File: config.mk
export PLATFORM = sky130hd
export DESIGN_NAME = bit_fifo_packer
export DESIGN_NICKNAME = d
export VERILOG_FILES = /design/src/sv/bfp_pkg.sv /design/src/sv/bfp_ram.sv /design/src/sv/bfp_engine.sv /design/src/sv/bit_fifo_packer.sv
export SDC_FILE = /design/constraint.sdc
export NUM_CORES = 2
export LEC_CHECK = 0
export BUFFER_PORTS_ARGS = -buffer_cell sky130_fd_sc_hd__buf_2
export CORE_ASPECT_RATIO = 1.2
export CORE_UTILIZATION = 35
export CTS_BUF_LIST = sky130_fd_sc_hd__clkbuf_8 sky130_fd_sc_hd__clkbuf_16
export CTS_CLUSTER_DIAMETER = 40
export DETAILED_ROUTE_END_ITERATION = 10
export SLEW_MARGIN = 20
export SYNTH_ARGS = -nofsm -noshare
export SYNTH_HDL_FRONTEND = slang
export SYNTH_HIERARCHICAL = 1
export SYNTH_SLANG_ARGS = --single-unit
File: constraint.sdc
create_clock -name clock -period 8.95 [get_ports clock]
set_clock_uncertainty 0.05 [all_clocks]
set_input_delay 0.4475 -clock clock [delete_from_list [all_inputs] [get_ports clock]]
set_output_delay 0.4475 -clock clock [all_outputs]
set_load 0.02 [all_outputs]
File: src/sv/bfp_pkg.sv
`timescale 1ns / 1ps
`default_nettype none
// ----------------------------------------------------------------------------
// bfp_pkg
// Shared types and codes for the bit FIFO packer: request and response
// payloads, item kinds and the engine status bundle.
// ----------------------------------------------------------------------------
package bfp_pkg;

   localparam int DEPTH_WORDS_DEFAULT = 64;
   localparam int WORD_BITS           = 32;

   localparam logic [1:0] KIND_PUSH = 2'd0;
   localparam logic [1:0] KIND_TRIM = 2'd1;
   localparam logic [1:0] KIND_POP  = 2'd2;

   typedef struct packed {
      logic [1:0]  kind;
      logic [31:0] value;
      logic [6:0]  count;
   } req_type;

   typedef struct packed {
      logic [63:0] read_data;
      logic [11:0] bits_held;
      logic [6:0]  words_held;
      logic        is_empty;
      logic        overflow;
      logic        underflow;
   } rsp_type;

   typedef struct packed {
      logic        done;
      logic [63:0] read_data;
      logic        overflow;
      logic        underflow;
      logic [4:0]  rd_offset;
   } stat_type;

endpackage
`default_nettype wire

File: src/sv/bfp_ram.sv
`timescale 1ns / 1ps
`default_nettype none
// ----------------------------------------------------------------------------
// bfp_ram
// Generic simple dual-port RAM: one write port, one read port, registered
// read data.
// ----------------------------------------------------------------------------
module bfp_ram #(
   parameter int WIDTH = 32,
   parameter int DEPTH = 64
) (
   input  wire logic                     clock,
   input  wire logic                     wr_en,
   input  wire logic [$clog2(DEPTH)-1:0] wr_addr,
   input  wire logic [WIDTH-1:0]         wr_data,
   input  wire logic [$clog2(DEPTH)-1:0] rd_addr,
   output logic      [WIDTH-1:0]         rd_data
);

   logic [WIDTH-1:0] mem_ff [DEPTH];
   logic [WIDTH-1:0] rd_data_ff;

   always_ff @(posedge clock) begin
      if (wr_en) begin
         mem_ff[wr_addr] <= wr_data;
      end
      rd_data_ff <= mem_ff[rd_addr];
   end

   assign rd_data = rd_data_ff;

endmodule
`default_nettype wire

File: src/sv/bfp_engine.sv
`timescale 1ns / 1ps
`default_nettype none
// ----------------------------------------------------------------------------
// bfp_engine
// Sequencer and datapath: holds the ring pointers and fill level, performs
// read-modify-write of the word store for pushes and a three-word gather
// for pops.
// ----------------------------------------------------------------------------
module bfp_engine
   import bfp_pkg::*;
#(
   parameter int DEPTH_WORDS = DEPTH_WORDS_DEFAULT,
   localparam int AW  = $clog2(DEPTH_WORDS),
   localparam int CAP = DEPTH_WORDS * WORD_BITS,
   localparam int FW  = $clog2(CAP + 1)
) (
   input  wire logic          clock,
   input  wire logic          reset,
   input  wire logic          start,
   input  wire req_type       req,
   output logic               busy,
   output logic               wr_en,
   output logic [AW-1:0]      wr_addr,
   output logic [31:0]        wr_data,
   output logic [AW-1:0]      rd_addr,
   input  wire logic [31:0]   rd_data,
   output stat_type           status,
   output logic [FW-1:0]      fill
);

   localparam int PW = AW + 5;
   localparam logic [PW:0]   CAP_P = (PW + 1)'(CAP);
   localparam logic [FW-1:0] CAP_F = FW'(CAP);
   localparam logic [AW:0]   DEPTH_P = (AW + 1)'(DEPTH_WORDS);

   localparam logic [3:0] S_IDLE    = 4'd0;
   localparam logic [3:0] S_PLAN    = 4'd1;
   localparam logic [3:0] S_ALIGN   = 4'd2;
   localparam logic [3:0] S_MERGE0  = 4'd3;
   localparam logic [3:0] S_MERGE1  = 4'd4;
   localparam logic [3:0] S_POP1    = 4'd5;
   localparam logic [3:0] S_POP2    = 4'd6;
   localparam logic [3:0] S_POP3    = 4'd7;
   localparam logic [3:0] S_EXTRACT = 4'd8;
   localparam logic [3:0] S_DONE    = 4'd9;

   logic [3:0]    state_ff,  state_in;
   logic [1:0]    kind_ff,   kind_in;
   logic [31:0]   value_ff,  value_in;
   logic [6:0]    count_ff,  count_in;
   logic [5:0]    n_ff,      n_in;
   logic [PW-1:0] wp_ff,     wp_in;
   logic [PW-1:0] rp_ff,     rp_in;
   logic [FW-1:0] fill_ff,   fill_in;
   logic [AW-1:0] w0_ff,     w0_in;
   logic [AW-1:0] w1_ff,     w1_in;
   logic [4:0]    off_ff,    off_in;
   logic [6:0]    cnt_ff,    cnt_in;
   logic          span_ff,   span_in;
   logic [63:0]   data_ff,   data_in;
   logic [63:0]   mask_ff,   mask_in;
   logic [95:0]   win_ff,    win_in;
   logic [63:0]   result_ff, result_in;
   logic          ovf_ff,    ovf_in;
   logic          udf_ff,    udf_in;

   logic          accept;
   logic [6:0]    pop_cnt;
   logic [FW-1:0] free_bits;
   logic [31:0]   val_top;
   logic [31:0]   mask_top;
   logic [95:0]   win_shift;
   logic [63:0]   win_top;
   logic [PW:0]   tail_sum;
   logic [PW:0]   tail_pos;

   function automatic logic [5:0] bit_len(input logic [31:0] v);
      logic [5:0] n;
      n = 6'd0;
      for (int i = 0; i < 32; i++) begin
         if (v[i]) begin
            n = 6'(i + 1);
         end
      end
      return n;
   endfunction

   function automatic logic [AW-1:0] next_word(input logic [AW-1:0] w);
      logic [AW:0] s;
      s = {1'b0, w} + (AW + 1)'(1);
      if (s == DEPTH_P) begin
         s = '0;
      end
      return s[AW-1:0];
   endfunction

   function automatic logic [PW-1:0] advance(input logic [PW-1:0] pos,
                                             input logic [6:0]    step);
      logic [PW:0] s;
      s = {1'b0, pos} + (PW + 1)'(step);
      if (s >= CAP_P) begin
         s = s - CAP_P;
      end
      return s[PW-1:0];
   endfunction

   assign accept    = start && !busy;
   assign busy      = (state_ff != S_IDLE) && (state_ff != S_DONE);
   assign pop_cnt   = (count_ff > 7'd64) ? 7'd64 : count_ff;
   assign free_bits = CAP_F - fill_ff;
   assign val_top   = value_ff << (6'd32 - n_ff);
   assign mask_top  = 32'hFFFF_FFFF << (6'd32 - n_ff);
   assign win_shift = win_ff << off_ff;
   assign win_top   = win_shift[95:32];

   always_comb begin
      state_in  = state_ff;
      kind_in   = kind_ff;
      value_in  = value_ff;
      count_in  = count_ff;
      n_in      = n_ff;
      wp_in     = wp_ff;
      rp_in     = rp_ff;
      fill_in   = fill_ff;
      w0_in     = w0_ff;
      w1_in     = w1_ff;
      off_in    = off_ff;
      cnt_in    = cnt_ff;
      span_in   = span_ff;
      data_in   = data_ff;
      mask_in   = mask_ff;
      win_in    = win_ff;
      result_in = result_ff;
      ovf_in    = ovf_ff;
      udf_in    = udf_ff;
      wr_en     = 1'b0;
      wr_addr   = w0_ff;
      wr_data   = '0;
      rd_addr   = '0;

      case (state_ff)
         S_IDLE, S_DONE: begin
            state_in = S_IDLE;
            if (accept || (start && state_ff == S_DONE)) begin
               kind_in  = req.kind;
               value_in = req.value;
               count_in = req.count;
               state_in = S_PLAN;
            end
         end
         S_PLAN: begin
            result_in = '0;
            ovf_in    = 1'b0;
            udf_in    = 1'b0;
            n_in      = (kind_ff == KIND_TRIM) ? bit_len(value_ff) :
                        ((count_ff > 7'd32) ? 6'd32 : count_ff[5:0]);
            cnt_in    = pop_cnt;
            w0_in     = rp_ff[PW-1:5];
            w1_in     = next_word(rp_ff[PW-1:5]);
            off_in    = rp_ff[4:0];
            rd_addr   = rp_ff[PW-1:5];
            case (kind_ff)
               KIND_PUSH, KIND_TRIM: begin
                  state_in = S_ALIGN;
               end
               KIND_POP: begin
                  if (FW'(pop_cnt) > fill_ff) begin
                     udf_in   = 1'b1;
                     state_in = S_DONE;
                  end else if (pop_cnt == 7'd0) begin
                     state_in = S_DONE;
                  end else begin
                     rp_in    = advance(rp_ff, pop_cnt);
                     fill_in  = fill_ff - FW'(pop_cnt);
                     state_in = S_POP1;
                  end
               end
               default: begin
                  state_in = S_DONE;
               end
            endcase
         end
         S_ALIGN: begin
            data_in = {val_top, 32'h0} >> wp_ff[4:0];
            mask_in = {mask_top, 32'h0} >> wp_ff[4:0];
            span_in = ({1'b0, wp_ff[4:0]} + n_ff) > 6'd32;
            w0_in   = wp_ff[PW-1:5];
            w1_in   = next_word(wp_ff[PW-1:5]);
            rd_addr = wp_ff[PW-1:5];
            if (FW'(n_ff) > free_bits) begin
               ovf_in   = 1'b1;
               state_in = S_DONE;
            end else if (n_ff == 6'd0) begin
               state_in = S_DONE;
            end else begin
               wp_in    = advance(wp_ff, {1'b0, n_ff});
               fill_in  = fill_ff + FW'(n_ff);
               state_in = S_MERGE0;
            end
         end
         S_MERGE0: begin
            wr_en   = 1'b1;
            wr_addr = w0_ff;
            wr_data = (rd_data & ~mask_ff[63:32]) | data_ff[63:32];
            rd_addr = w1_ff;
            state_in = span_ff ? S_MERGE1 : S_DONE;
         end
         S_MERGE1: begin
            wr_en    = 1'b1;
            wr_addr  = w1_ff;
            wr_data  = (rd_data & ~mask_ff[31:0]) | data_ff[31:0];
            state_in = S_DONE;
         end
         S_POP1: begin
            win_in   = {win_ff[63:0], rd_data};
            rd_addr  = w1_ff;
            state_in = S_POP2;
         end
         S_POP2: begin
            win_in   = {win_ff[63:0], rd_data};
            rd_addr  = next_word(w1_ff);
            state_in = S_POP3;
         end
         S_POP3: begin
            win_in   = {win_ff[63:0], rd_data};
            state_in = S_EXTRACT;
         end
         S_EXTRACT: begin
            result_in = win_top >> (7'd64 - cnt_ff);
            state_in  = S_DONE;
         end
         default: begin
            state_in = S_IDLE;
         end
      endcase
   end

   always_ff @(posedge clock) begin
      if (reset) begin
         state_ff <= S_IDLE;
         wp_ff    <= '0;
         rp_ff    <= '0;
         fill_ff  <= '0;
         ovf_ff   <= 1'b0;
         udf_ff   <= 1'b0;
      end else begin
         state_ff <= state_in;
         wp_ff    <= wp_in;
         rp_ff    <= rp_in;
         fill_ff  <= fill_in;
         ovf_ff   <= ovf_in;
         udf_ff   <= udf_in;
      end
   end

   always_ff @(posedge clock) begin
      kind_ff   <= kind_in;
      value_ff  <= value_in;
      count_ff  <= count_in;
      n_ff      <= n_in;
      w0_ff     <= w0_in;
      w1_ff     <= w1_in;
      off_ff    <= off_in;
      cnt_ff    <= cnt_in;
      span_ff   <= span_in;
      data_ff   <= data_in;
      mask_ff   <= mask_in;
      win_ff    <= win_in;
      result_ff <= result_in;
   end

   always_comb begin
      status.done      = (state_ff == S_DONE);
      status.read_data = result_ff;
      status.overflow  = ovf_ff;
      status.underflow = udf_ff;
      status.rd_offset = rp_ff[4:0];
   end

   assign fill = fill_ff;

   // ring consistency: head plus fill lands on the tail
   assign tail_sum = {1'b0, rp_ff} + (PW + 1)'(fill_ff);
   assign tail_pos = (tail_sum >= CAP_P) ? (tail_sum - CAP_P) : tail_sum;

   a_ring_consistent: assert property (@(posedge clock) disable iff (reset)
      tail_pos == {1'b0, wp_ff})
      else $error("ring pointers and fill level disagree");

   a_fill_bound: assert property (@(posedge clock) disable iff (reset)
      fill_ff <= CAP_F)
      else $error("fill level above capacity");

   a_write_in_merge: assert property (@(posedge clock) disable iff (reset)
      wr_en |-> (state_ff == S_MERGE0 || state_ff == S_MERGE1))
      else $error("store written outside a merge step");

   a_ovf_push_only: assert property (@(posedge clock) disable iff (reset)
      (status.done && ovf_ff) |-> (kind_ff == KIND_PUSH || kind_ff == KIND_TRIM))
      else $error("overflow on a non-push item");

   a_udf_pop_only: assert property (@(posedge clock) disable iff (reset)
      (status.done && udf_ff) |-> (kind_ff == KIND_POP && $stable(fill_ff)))
      else $error("underflow on a non-pop item or with fill moving");

endmodule
`default_nettype wire

File: src/sv/bit_fifo_packer.sv
`timescale 1ns / 1ps
`default_nettype none
// ----------------------------------------------------------------------------
// bit_fifo_packer
// Bit-granular FIFO in 32-bit words, filled most significant bit first.
//
// Request: drive req_data and raise start; the transfer happens on a rising
// edge with start high and busy low. kind selects push of the low count bits
// (up to 32), trimmed push from the highest set bit, or pop of up to 64 bits.
// Response: one per request, on rsp_data for a single cycle with rsp_strobe
// high. The receiver cannot stall; a response is never held back.
// Sequence from transfer to strobe: a push plans, aligns, then makes one
// read-modify-write of the word store per word touched; a pop plans, makes
// three reads of the word store, then extracts; rejected or empty items
// finish after planning or aligning. The strobe is registered after done.
// A new request is taken in the cycle that closes the previous one, and no
// new request is taken while the block is busy.
// Reset clears the pointers and fill level; the word store is not cleared,
// as only written bits are ever read.
// ----------------------------------------------------------------------------
module bit_fifo_packer
   import bfp_pkg::*;
#(
   parameter int DEPTH_WORDS = DEPTH_WORDS_DEFAULT
) (
   input  wire logic    clock,
   input  wire logic    reset,
   input  wire logic    start,
   output logic         busy,
   input  wire req_type req_data,
   output logic         rsp_strobe,
   output rsp_type      rsp_data
);

   localparam int AW  = $clog2(DEPTH_WORDS);
   localparam int CAP = DEPTH_WORDS * WORD_BITS;
   localparam int FW  = $clog2(CAP + 1);

   logic          wr_en;
   logic [AW-1:0] wr_addr;
   logic [31:0]   wr_data;
   logic [AW-1:0] rd_addr;
   logic [31:0]   rd_data;
   stat_type      status;
   logic [FW-1:0] fill;

   logic [FW:0]   span_sum;
   logic [FW:0]   words_raw;
   logic [FW:0]   words_clamped;

   rsp_type       rsp_ff, rsp_in;
   logic          strobe_ff;

   bfp_engine #(
      .DEPTH_WORDS(DEPTH_WORDS)
   ) u_engine (
      .clock   (clock),
      .reset   (reset),
      .start   (start),
      .req     (req_data),
      .busy    (busy),
      .wr_en   (wr_en),
      .wr_addr (wr_addr),
      .wr_data (wr_data),
      .rd_addr (rd_addr),
      .rd_data (rd_data),
      .status  (status),
      .fill    (fill)
   );

   bfp_ram #(
      .WIDTH(WORD_BITS),
      .DEPTH(DEPTH_WORDS)
   ) u_store (
      .clock   (clock),
      .wr_en   (wr_en),
      .wr_addr (wr_addr),
      .wr_data (wr_data),
      .rd_addr (rd_addr),
      .rd_data (rd_data)
   );

   // words occupied, counting a partial word at either end
   assign span_sum  = (FW + 1)'(status.rd_offset) + (FW + 1)'(fill) + (FW + 1)'(31);
   assign words_raw = (fill == '0) ? '0 : (span_sum >> 5);
   assign words_clamped = (words_raw > (FW + 1)'(DEPTH_WORDS)) ?
                          (FW + 1)'(DEPTH_WORDS) : words_raw;

   always_comb begin
      rsp_in.read_data  = status.read_data;
      rsp_in.bits_held  = 12'(fill);
      rsp_in.words_held = 7'(words_clamped);
      rsp_in.is_empty   = (fill == '0);
      rsp_in.overflow   = status.overflow;
      rsp_in.underflow  = status.underflow;
   end

   always_ff @(posedge clock) begin
      if (reset) begin
         strobe_ff <= 1'b0;
      end else begin
         strobe_ff <= status.done;
      end
   end

   always_ff @(posedge clock) begin
      if (status.done) begin
         rsp_ff <= rsp_in;
      end
   end

   assign rsp_strobe = strobe_ff;
   assign rsp_data   = rsp_ff;

endmodule
`default_nettype wire

==> flow_summary.toml <==
[status]
status = "finished, final reports clean"

[clock_tree]
root_buffer = "clkbuf_16"
htreeDepth = 5
clk_latency_ns = 0.89
clk_pin_slew_ns = 0.05
clkSinkCount = 2565
cts_resized = 0
cts.path.max_buffers = 4
ctsHoldBuffers = 42
cts_made_buffers = 358
post_cts_buffers = 0
cts_tree = "yes"

[power_and_ir_drop]
ir_drop_v = 0.000241
power_density_nw_per_um2 = 312
p_leak_uw = 0.0449

[place]
io_buffers = 131
place.gp.congestion = 0.923
dp_hpwl_mm = 220

[setup_path]
crit_path_end_kind = "register"
r2r_start = "u_engine/state_ff[1]"
crit_start = "u_engine/state_ff[1]"
r2r_setup_slack_ns = 2.80
cp_max_fo = 94
required_ns = 9.64
arrival_ns = 6.84
timing.critical_path.from_type = "register"
crit_type = "register to register"

[synthesis]
synth.most_common_cell = "edfxtp_1"
synth_seq_cells = 2565
synthDistinctLibCells = 95
yosysSeqAreaShare_pct = 65.9
synth_edf_count = 2492
synth_ff_type = "edfxtp_1"
yosys.area.top_type = "edfxtp_1"
synth.top_cells.by_area = "edfxtp_1 (65%), mux4_2 (13%), mux2i_1 (2.6%)"
netlist.area_leader.share_pct = 64.7
avgSynthCellArea_um2 = 16.1
synthCells = 7172
ys_warn_count = 6
netlist_area_um2 = 116000
postSynth.asyncResetShare_pct = 0
synth_common_cells = "edfxtp_1 (2,492), mux4_2 (658), nor2_1 (474)"
syn_nets = 7269

[finish]
register_area_um2 = 76300
nets = 7527
syn2layout_area_growth_pct = 16.7
multiInputGateArea_um2 = 37700
fillCellCount = 29100
utilization_pct = 41.2
drive_gt1_share_pct = 25.5

[sta]
rsz0062_at_grt = "false"
tns_ns = 0
maxSlewViolCount = 0
slew_headroom_pct = 20.8
period_share_pct = 68.7
max_freq_mhz = 163
hold_viol = 0
tightestPinTransition_ns = 1.18
finalCriticalPeriod_ns = 6.15
finalSetupViolations = 0

[floorplan]
rows = 230
dieHeight_um = 632
die_area_um2 = 333000
core-area_um2 = 328000
initial_core_util_pct = 35.3
io_pins = 132
die_w_um = 527

[grt]
grt.total_usage_pct = 20.9
grt_pass1_wl_mm = 510
antenna_found_initial = 6
grt_overflow = 0
grt_pass1_vias = 70900
grt_max_degree = 147

[route]
vias = 71300
post_drt_via_cell_ratio = 5.93
wirelength_mm = 356
drc = 0
drtIter0Drc = 8794
drtPass1Iterations = 8
postRouteAntennaNets = 0
wire_per_inst_um = 29.6

[hold_path]
min-delay-start = "reset"
hold_class = "input pin to register"

[flow_run]
max_cap_violations = 0
[placed cells by master (no fill, tap or decap), drive strengths merged, types with 18 or more instances in the layout]
| cell type | n |
|---|---|
| o211ai | 35 |
| o32ai | 24 |
| dlygate4sd3 | 42 |
| ha | 49 |
| a22oi | 104 |
| o22ai | 269 |
| inv | 216 |
| and2 | 42 |
| edfxtp | 2492 |
| nor2b | 66 |
| dfxtp | 73 |
| nor2 | 476 |
| a21o | 22 |
| clkinv | 126 |
| a31oi | 25 |
| clkbuf | 367 |
| o21a | 34 |
| bufinv | 45 |
| nand2b | 45 |
| o21ai | 191 |
| mux4 | 658 |
| mux2i | 303 |
| o22a | 22 |
| buf | 355 |
| or3 | 25 |
| a211oi | 78 |
| a22o | 23 |
| and3 | 29 |
| nand3 | 98 |
| mux2 | 182 |
| nor3 | 118 |
| a21oi | 274 |
| clkinvlp | 44 |
| xnor2 | 35 |
| nand2 | 343 |
| nor4 | 46 |
| o221ai | 52 |
| or2 | 24 |
| xor2 | 18 |
[sequential cells by signal (all words and copies together) (netlist names), 12 cells and up]
register	flops
u_store/rd_data	32
rsp_data	86
u_engine/fill	12
u_engine/win_ff	96
u_engine/mask_ff	63
u_store/mem_ff	2048
u_engine/value_ff	32
u_engine/data_ff	63
u_engine/result_ff	64
[final cells by class]
| type | instances | area share [%] |
|---|---|---|
| clock buffer | 367 | 6.77 |
| sequential | 2565 | 56.5 |
| timing repair buffer | 397 | 2.15 |
| multi-input combinational | 3965 | 27.9 |
| inverter | 143 | 0.401 |
| tap | 4292 | 3.97 |
| clock inverter | 288 | 2.31 |
| antenna | 8 | 0.0148 |
[through the flow]
step | setup slack, ns | hold WS (ns) | cell area, um^2 | power [uW] | std cells
detailed placement | 2.80 | 0.355 | 122000 | 27700 | 11300
global placement | 2.13 | 0.354 | 122000 | 27600 | 11300
CTS | 2.84 | 0.101 | 135000 | 42100 | 12000
finish | 2.80 | 0.141 | 135000 | 42100 | 12000
floorplan | 2.15 | 0.350 | 116000 | 23600 | 7172
global route | 2.46 | 0.151 | 135000 | 43600 | 12000
[critical path: stages (launching register included)]
cell and delay, ns:
dfxtp_1 0.60, nor2b_1 0.36, nand2_1 0.55, inv_6 0.84, nand2_1 0.23, o2111ai_4 0.52, buf_12 0.50, buf_4 0.44
mux4_2 0.55, mux2i_1 0.15, nor2_1 0.07, a311oi_2 0.70, nor3_1 0.12
[per-layer routing]
| layer | routed length (um) | share of wire, % | global-route usage (%) |
|---|---|---|---|
| met1 | 139000 | 39 | 26.7 |
| met2 | 174000 | 49 | 34.8 |
| met3 | 25200 | 7.1 | 3.11 |
| met4 | 18000 | 5.1 | 9.99 |
| met5 | 14 | 0.0039 | 0 |
[kinds of logic (layout without fill, tap and decap cells)]
family | after synthesis | after routing | share of synthesized area, %
adders and majority gates | 56 | 56 | 0.625
buffers and inverters | 642 | 1195 | 2.57
DFF | 2565 | 2565 | 65.9
muxes | 1143 | 1143 | 17.2
other | 0 | 8 | 0
and+or+nand+nor | 1359 | 1359 | 5.41
AOI/OAI and AO/OA | 1354 | 1354 | 7.86
xor gates and xnor gates | 53 | 53 | 0.401
[worst paths after layout]
check                            end  depth (start not counted)
hold / removal     u_engine/rp_ff[0]                          2
setup / recovery  u_store/rd_data[9]                         12
hold reg to reg         rsp_data[27]                          0
setup reg to reg  u_store/rd_data[9]                         12
[where the power goes]
group          switching (uW)  internal [uW]  total, uW  leakage (uW)
Sequential                709          14300      15000        0.0249
Combinational            8260           4490      12800        0.0140
Clock                    5480           8830      14300       0.00601
(Power assumes the default switching activity.)
